## src/hdl/lfsa_pkg.sv

```systemverilog
// shared types and constants for the lowest-free server allocator
package lfsa_pkg;

    localparam int ARRIVAL_W       = 20;
    localparam int NEED_W          = 8;
    localparam int DUR_W           = 16;
    localparam int BUSY_W          = 21;
    localparam int SUM_W           = 14;
    localparam int CFG_W           = 8;
    localparam int IN_DATA_W       = 48;
    localparam int OUT_DATA_W      = 16;
    localparam int MAX_SERVERS_DEF = 128;

    localparam logic [CFG_W-1:0] SERVERS_RESET = 8'd128;

    // task values seen by every cell while a request is in progress
    typedef struct packed {
        logic [ARRIVAL_W-1:0] arrival;
        logic [BUSY_W-1:0]    until_time;
        logic [CFG_W-1:0]     n;
    } bcast_t;

    // token walking down the chain; the count travels beside it
    typedef struct packed {
        logic             valid;
        logic             commit;
        logic [SUM_W-1:0] sum;
    } token_t;

endpackage

```

## src/hdl/lfsa_cell.sv

```systemverilog
// one server slot: busy-until register and one stage of the token chain
module lfsa_cell #(
    parameter int IDX   = 0,
    parameter int CNT_W = 8
) (
    input  logic                 clk,
    input  logic                 rst_n,
    input  lfsa_pkg::bcast_t     bc,
    input  lfsa_pkg::token_t     tok_in,
    input  logic [CNT_W-1:0]     cnt_in,
    output lfsa_pkg::token_t     tok_out,
    output logic [CNT_W-1:0]     cnt_out
);
    import lfsa_pkg::*;

    localparam logic [SUM_W-1:0] ID  = SUM_W'(IDX + 1);
    localparam logic [31:0]      POS = 32'(IDX);

    logic [BUSY_W-1:0] busy_reg, busy_next;
    token_t            tok_reg, tok_next;
    logic [CNT_W-1:0]  cnt_reg, cnt_next;
    logic              active;
    logic              free;
    logic              take;

    always_comb
    begin
        active    = {24'd0, bc.n} > POS;
        free      = active && (busy_reg <= BUSY_W'(bc.arrival));
        take      = tok_in.valid && tok_in.commit && free && (cnt_in != '0);
        tok_next  = tok_in;
        cnt_next  = cnt_in;
        busy_next = busy_reg;
        // counting pass
        if (tok_in.valid && !tok_in.commit && free)
        begin
            cnt_next = cnt_in + CNT_W'(1);
        end
        // commit pass: cnt holds how many servers are still wanted
        if (take)
        begin
            busy_next    = bc.until_time;
            cnt_next     = cnt_in - CNT_W'(1);
            tok_next.sum = tok_in.sum + ID;
        end
    end

    always_ff @(posedge clk or negedge rst_n)
    begin
        if (!rst_n)
        begin
            busy_reg <= '0;
            tok_reg  <= '0;
        end
        else
        begin
            busy_reg <= busy_next;
            tok_reg  <= tok_next;
        end
    end

    always_ff @(posedge clk)
    begin
        cnt_reg <= cnt_next;
    end

    assign tok_out = tok_reg;
    assign cnt_out = cnt_reg;

endmodule

```

## config.mk

```make
export PLATFORM = sky130hd
export DESIGN_NAME = lfsa_cell
export DESIGN_NICKNAME = d
export VERILOG_FILES = /design/src/hdl/lfsa_pkg.sv /design/src/hdl/lfsa_cell.sv
export SDC_FILE = /design/constraint.sdc
export NUM_CORES = 1
export LEC_CHECK = 0
export ABC_CLOCK_PERIOD_IN_PS = 4900
export CAP_MARGIN = 40
export CORE_MARGIN = 10
export CORE_UTILIZATION = 47
export CTS_CLUSTER_DIAMETER = 30
export DETAILED_ROUTE_END_ITERATION = 12
export DONT_BUFFER_PORTS = 1
export GPL_ROUTABILITY_DRIVEN = 0
export HOLD_SLACK_MARGIN = 0.05
export MAX_ROUTING_LAYER = met4
export SETUP_SLACK_MARGIN = 0.5
export SLEW_MARGIN = 20
export SYNTH_ARGS = -nofsm -noshare
export SYNTH_HDL_FRONTEND = slang
export SYNTH_SLANG_ARGS = --single-unit
```

## constraint.sdc

```tcl
create_clock -name clk -period 4.9 [get_ports clk]
set_input_delay 0.735 -clock clk [delete_from_list [all_inputs] [get_ports clk]]
set_output_delay 0.735 -clock clk [all_outputs]
set_load 0.005 [all_outputs]
```

Yosys cells after proc, flatten, opt, wreduce, memory -nomap -nowiden
Index checks and enable logic that the tools add are counted.

cells by class
  add/subtract/negate cells = 3
  $lt $le $gt $ge = 2
  muxes and demuxes = 3
  reduce and logical (&&, ||, !) cells = 8

operators with widths
  cell                   number
  $le 21x20->1           1
  $mux 8                 2
  $add 14x1->14 const B  1
  $mux 14                1
  $add 8x1->8 const B    1
  $gt 8x1->1 const B     1
  $reduce_bool 8->1      1
  $sub 8x1->8 const B    1
  $logic_and 1x1->1      6
  $logic_not 1->1        1

word-level totals
  input port bits = 75
  output and inout bits = 24
  register bits after elaboration = 45
  word-level logic and storage cells = 21

Longest topological paths before layout
Gate-level depths: netlist of the first run.

  depth in word-level cells = 5
  gate-level depth with buffers = 11
  mapped depth without buffers = 9

Least setup slack after synthesis of the first run
Ideal clock, no wire load.

  path kind = input -> register
  from = input port bc[47] (netlist bit)
  to = register tok_reg, in the netlist tok_out[11]
  path buffers = 2
  setup slack = 2.184 ns
  setup time = 0.122 ns
  arrival = 2.594 ns
  stages = 11
  required time = 4.778 ns
  cell sequence = inv_1 -> ha_1 -> a21o_1 -> a211o_1 -> a221oi_2 -> a31oi_4 -> nor2_4 -> buf_6 -> buf_8 -> nand4_4 -> xnor2_2

RTL lines
  element                 line             RTL
  start: declaration      lfsa_cell.sv:8   input lfsa_pkg::bcast_t bc,
  end signal: assignment  lfsa_cell.sv:58  tok_reg <= tok_next;
  end: declaration        lfsa_cell.sv:20  token_t tok_reg, tok_next;

Worst setup path after layout of the first run
  from = input port bc[47] (netlist bit)
  to = register busy_reg[2]

between the ends
  word-level cells in the longest chain between the ends = 4

ends and longest elaborated chain
  element                         line             RTL
  $le 21x20->1                    lfsa_cell.sv:29  free = active && (busy_reg <= BUSY_W'(bc.arrival));
  $logic_and 1x1->1               lfsa_cell.sv:29
  $logic_and 1x1->1 (2 in a row)  lfsa_cell.sv:30  take = tok_in.valid && tok_in.commit && free && (cnt_in != '0);
  end signal: assignment          lfsa_cell.sv:57  busy_reg <= busy_next;
  end: declaration                lfsa_cell.sv:19  logic [BUSY_W-1:0] busy_reg, busy_next;

Every way passes these cells.
A chain may end at the register's enable or synchronous reset.

==> results.cfg, run 1 <==
[placement]
dp_cells = 296
portBuffers = 0
dpl_cell_area_sq_um = 2600
hpwl_um = 4590

[worst_setup_path]
slowest_delay_ns = 0.56
cp.depth = 9
crit_chain = inv_1 > ha_1 > a21o_1 > a211o_1 > a221oi_2 > a31oi_4 > nor2_4 > buf_4 > mux2_2
reg2reg_depth = 8
critPathMaxFanout = 23
timing.critical_path.slowest_stage_cell = nor2_4
critPathBufInv = 2
crit_arrival_ns = 3.32
path_class = in2reg
cp-start-kind = input port
end_kind = flip-flop
critPathTopFamily = compound AO/OA/AOI/OAI gates
crit_required_ns = 5.08

[power]
p_comb_frac = 0.303
clkPwrFrac = 0.239
p_int_w = 0.000808
seq_power_share = 0.458
power.leakage_nw = 1.22
p_switching_w = 0.000348
p_per_area_nw_per_um2 = 426
p_total_w = 0.00116
peakVddDrop_uv = 171
sw_frac_of_total = 0.301

[yosys]
ys_warn_count = 0
syn_nets = 329
synth_common_cells = dfrtp_1 (37), inv_1 (26), ha_1 (24), mux2_2 (20), xnor2_1 (15)
synth.distinct_cells = 42
synth.most_common_cell = dfrtp_1
synth-edff-count = 0
synth_cells = 230
yosysTopAreaCellShare = 0.362
yosysTopAreaCell = dfrtp_1
netlist_area_sq_um = 2550
synth.avg_cell_area_sq_um = 11.1
synthFlopType = dfrtp_1
ys_ff_latch = 45
async_flop_share = 0.822
ys_seq_area_frac = 0.425
synth_area_leaders = dfrtp_1 (36%), ha_1 (12%), mux2_2 (8.8%)

[routing]
drc_errors = 0
antenna_left = 0
wl_per_cell_um = 18.6
wirelength_um = 5650
vias = 1672
drt_iter0_drc = 30
drt-vias-per-instance = 5.50
drt_first_pass_iters = 4

[layout]
num-fill-cells = 502
diodes = 0
largest_reg_flops = 21
drive_above_1_share = 0.179
synthToLayoutAreaGrowth_pct = 6.22
postLayoutCellArea_sq_um = 2710
nets = 332
ff_latch_area_sq_um = 1090
instances_no_fill = 304
multiInputGateArea_sq_um = 1330

[sta]
finalHoldViolations = 0
rsz0062_at_grt = no
fin_crit_sh = 0.640
tightest_slew_ns = 0.665
slew_headroom = 0.556
min_period_ns = 3.14
slew_viol_final = 0
setup_violations = 0
clock-skew-final_ns = 0.00913
fin_tns_setup_ns = 0
timing.fmax_ghz = 0.319

[clock_network]
numCtsBuffers = 5
clk_pin_slew_ns = 0.08
cts.sinks = 45
cts_max_path_buffers = 2
cts-root-buf = clkbuf_8
clock_latency_ns = 0.30
htreeDepth = 2
cts_tree = yes
cts_hold_buf = 0
cts_resized = 0
postCtsSetupBuffers = 0

[global_routing]
grt_pass1_wl_um = 9280
grtUsageTotal = 0.138
grt_pass1_vias = 1836
global_route.overflow_total = 0
grt_max_degree = 38
antenna_found_initial = 0

[outcome]
run_status = complete, no violations

[floorplanning]
die_w_um = 93.7
die-area_sq_um = 8790
die_h_um = 93.7
start_util = 0.491
boundaryPins = 99
rows = 26
core_area_sq_um = 5200

[job]
maxCapViolations = 0

[hold_path]
hold_path.class = in2async
path summary, 6_finish.rpt:
kind	start	endpoint	slack [ns]
min reg2reg	busy_reg[20]	busy_reg[20]	0.50
max reg2reg	busy_reg[18]	busy_reg[2]	1.85
max	bc[47]	busy_reg[2]	1.76
min in group clk	tok_in[14]	tok_out[14]	0.46
max in group asynchronous	rst_n	busy_reg[2]	4.69
min	rst_n	tok_out[14]	0.12
cells by family after synthesis:
logic type	count (synthesis)	share of synthesized area
flip-flops	45	0.425
buffers and inverters	31	0.0563
multiplexers	20	0.0882
AND/OR/NAND/NOR	63	0.161
adder cells (fa/ha/maj)	24	0.118
XOR/XNOR	20	0.0744
AO/OA/AOI/OAI	27	0.0774
through the flow:
step                utilization  worst slack [ns]  hold slack, ns
floorplan                     -              2.18           0.439
global placement          0.500              1.45           0.441
detailed placement        0.500              1.42           0.441
CTS                       0.521              1.74           0.108
global route              0.521              1.59          0.0897
finish                    0.521              1.76           0.122
power by group through the flow:
stage	registers (W)	logic, W	clock network (W)
CTS	0.000532	0.000358	0.000285
detailed placement	0.000540	0.000355	0
floorplan	0.000521	0.000307	0
global route	0.000546	0.000409	0.000303
global placement	0.000539	0.000344	0
finish	0.000529	0.000350	0.000276
per-layer routing:
metal / up-vias / track usage / wire, um
met5: - / - / 0
met2: 50 / 0.229 / 2900
met1: 801 / 0.148 / 2250
met4: 0 / 0.0380 / 59
met3: 6 / 0.0576 / 447
li1: 815 / - / -
cell type report:
type | count | share of cell area
clock inverters | 3 | 0.0152
inverters | 26 | 0.0360
repair buffers | 1 | 0.00277
clock buffers | 5 | 0.0254
well taps | 70 | 0.0323
multi-input cells | 154 | 0.488
flip-flops and latches | 45 | 0.400
cells in the final DEF (no fill, tap or decap), types with 2 or more instances in the layout:
master     n
dfrtp_1   37
inv_1     26
ha_1      24
mux2_2    20
xnor2_1   15
nand2_1    9
nand4_1    9
nor2_1     9
a21oi_1    8
dfxtp_1    8
nor3_1     6
nand3_1    6
and3_1     6
o21ai_0    5
clkbuf_8   5
nor4_1     3
a21o_1     3
xor2_1     3
a31oi_1    3
nand4b_1   2
nor4_2     2
nand4_4    2
xnor2_2    2
a22oi_1    2
Power figures use the tool's default switching activity.
==> run 2, diff against run 1 <==
Settings changed: ABC_CLOCK_PERIOD_IN_PS 4900 to 3200.
Clock period 4.9 ns to 3.2 ns, I/O delays scaled along.
==> run 2 against run 1 <==
  * Register-to-register slack got worse by 1.1 ns
  * Setup slack got worse by 1.1 ns
  * Final area rose by 1.2%
  * First-iteration DRC count rose by 30%
  * Sequential cell count did not move
  * Wire length fell by 0.80%
  * Sequential power rose by 53%
  * Count of clock-buffer cells in the layout did not move
  * Non-clock buffer count rose by 3
  * Clock skew fell by 0.0016 ns
==> results.cfg, run 2 (same netlist as run 1, synthesis figures left out) <==
[outcome]
run_status = complete, no violations

[placement]
dpl_cell_area_sq_um = 2620
dp_slack_ns = 0.539
dp_cells = 297
hpwl_um = 4590
portBuffers = 0

[routing]
drt-vias-per-instance = 5.39
vias = 1656
wl_per_cell_um = 18.3
drt_iter0_drc = 39
antenna_left = 0
drt_first_pass_iters = 4
wirelength_um = 5610
drc_errors = 0

[worst_setup_path]
slowest_delay_ns = 0.39
timing.critical_path.slowest_stage_cell = dfrtp_1
crit_arrival_ns = 2.69
critPathBufInv = 1
cp-start-kind = flip-flop
crit_required_ns = 3.39
crit_chain = ha_1 > a21o_1 > a211o_1 > a221oi_2 > a31oi_4 > nor2_4 > buf_12 > mux2_2
path_class = reg2reg
critPathTopFamily = compound AO/OA/AOI/OAI gates
end_kind = flip-flop
critPathMaxFanout = 29

[layout]
postLayoutCellArea_sq_um = 2750
synthToLayoutAreaGrowth_pct = 7.44
instances_no_fill = 307
largest_reg_flops = 21
drive_above_1_share = 0.190
layout_common_cells = dfrtp_1 (37), inv_1 (26), ha_1 (24)
nets = 335
layout_commonest_cell = dfrtp_1
diodes = 0

[power]
p_per_area_nw_per_um2 = 629
p_total_w = 0.00173
peakVddDrop_uv = 203
power.leakage_nw = 1.23

[clock_network]
cts_tree = yes
cts_resized = 0
postCtsSetupBuffers = 0
cts-root-buf = clkbuf_8
htreeDepth = 2
cts.sinks = 45
clk_pin_slew_ns = 0.09
numCtsBuffers = 5
clock_latency_ns = 0.30
cts_max_path_buffers = 2
cts_hold_buf = 2

[sta]
layout_setup_ws_ns = 0.704
fin_tns_setup_ns = 0
finalHoldViolations = 0
min_period_ns = 2.50
slew_headroom = 0.618
rsz0062_at_grt = no
timing.fmax_ghz = 0.401
fin_crit_sh = 0.780
slew_viol_final = 0
clock-skew-final_ns = 0.00755
setup_violations = 0
tightest_slew_ns = 0.567

[floorplanning]
die-area_sq_um = 8790
start_util = 0.491
core_area_sq_um = 5200
die_h_um = 93.7
boundaryPins = 99
rows = 26
die_w_um = 93.7

[global_routing]
grt_pass1_vias = 1842
grtUsageTotal = 0.133
antenna_found_initial = 0
global_route.overflow_total = 0
grt_max_degree = 38
grt_pass1_wl_um = 8940

[job]
maxCapViolations = 0

[hold_path]
hold_path.class = in2reg
run 2: cell count changes in the layout (fill, tap and decap cells not counted):
cell,before,now
buf_12,0,2
clkinvlp_4,1,3
bufinv_16,1,0
clkinv_1,1,0
dlygate4sd3_1,0,1
run 2: routing by layer:
metal	routed length, um	global-route usage	vias up
met4	61	0.0380	0
met3	413	0.0480	6
met2	2860	0.226	57
met1	2280	0.141	774
li1	-	-	819
met5	0	-	-
run 2: stage by stage:
| step | utilization | hold WS [ns] |
|---|---|---|
| 6_report | 0.527 | 0.208 |
| 5_1_grt | 0.527 | 0.186 |
| 4_1_cts | 0.527 | 0.192 |
| 3_5_place_dp | 0.504 | 0.186 |
| 3_3_place_gp | 0.504 | 0.186 |
| 2_1_floorplan | - | 0.184 |
run 2: cell type report:
| class | count | area [sq um] |
|---|---|---|
| fillers | 492 | 2460 |
| multi-input cells | 154 | 1330 |
| flip-flops and latches | 45 | 1090 |
| inverters | 26 | 97.6 |
| well taps | 70 | 87.6 |
| clock buffers | 5 | 68.8 |
| repair buffers | 4 | 57.6 |
| clock inverters | 3 | 22.5 |
run 2: final timing paths:
| check | cells past startpoint | to | startpoint | slack, ns |
|---|---|---|---|---|
| min in group asynchronous | 2 | busy_reg[12] | rst_n | 0.62 |
| max | 8 | busy_reg[2] | busy_reg[18] | 0.70 |
| min reg2reg | 1 | busy_reg[20] | busy_reg[20] | 0.49 |
| min | 0 | tok_out[15] | tok_in[15] | 0.21 |
| max reg2reg | 8 | busy_reg[2] | busy_reg[18] | 0.70 |
| max in group asynchronous | 2 | tok_out[5] | rst_n | 2.37 |
run 2: power breakdown:
group	total, W	internal [W]	switching (W)	leakage, nW
clock network	0.000357	0.000153	0.000203	0.0364
registers	0.000812	0.000726	0.0000860	0.504
logic	0.000558	0.000290	0.000267	0.685
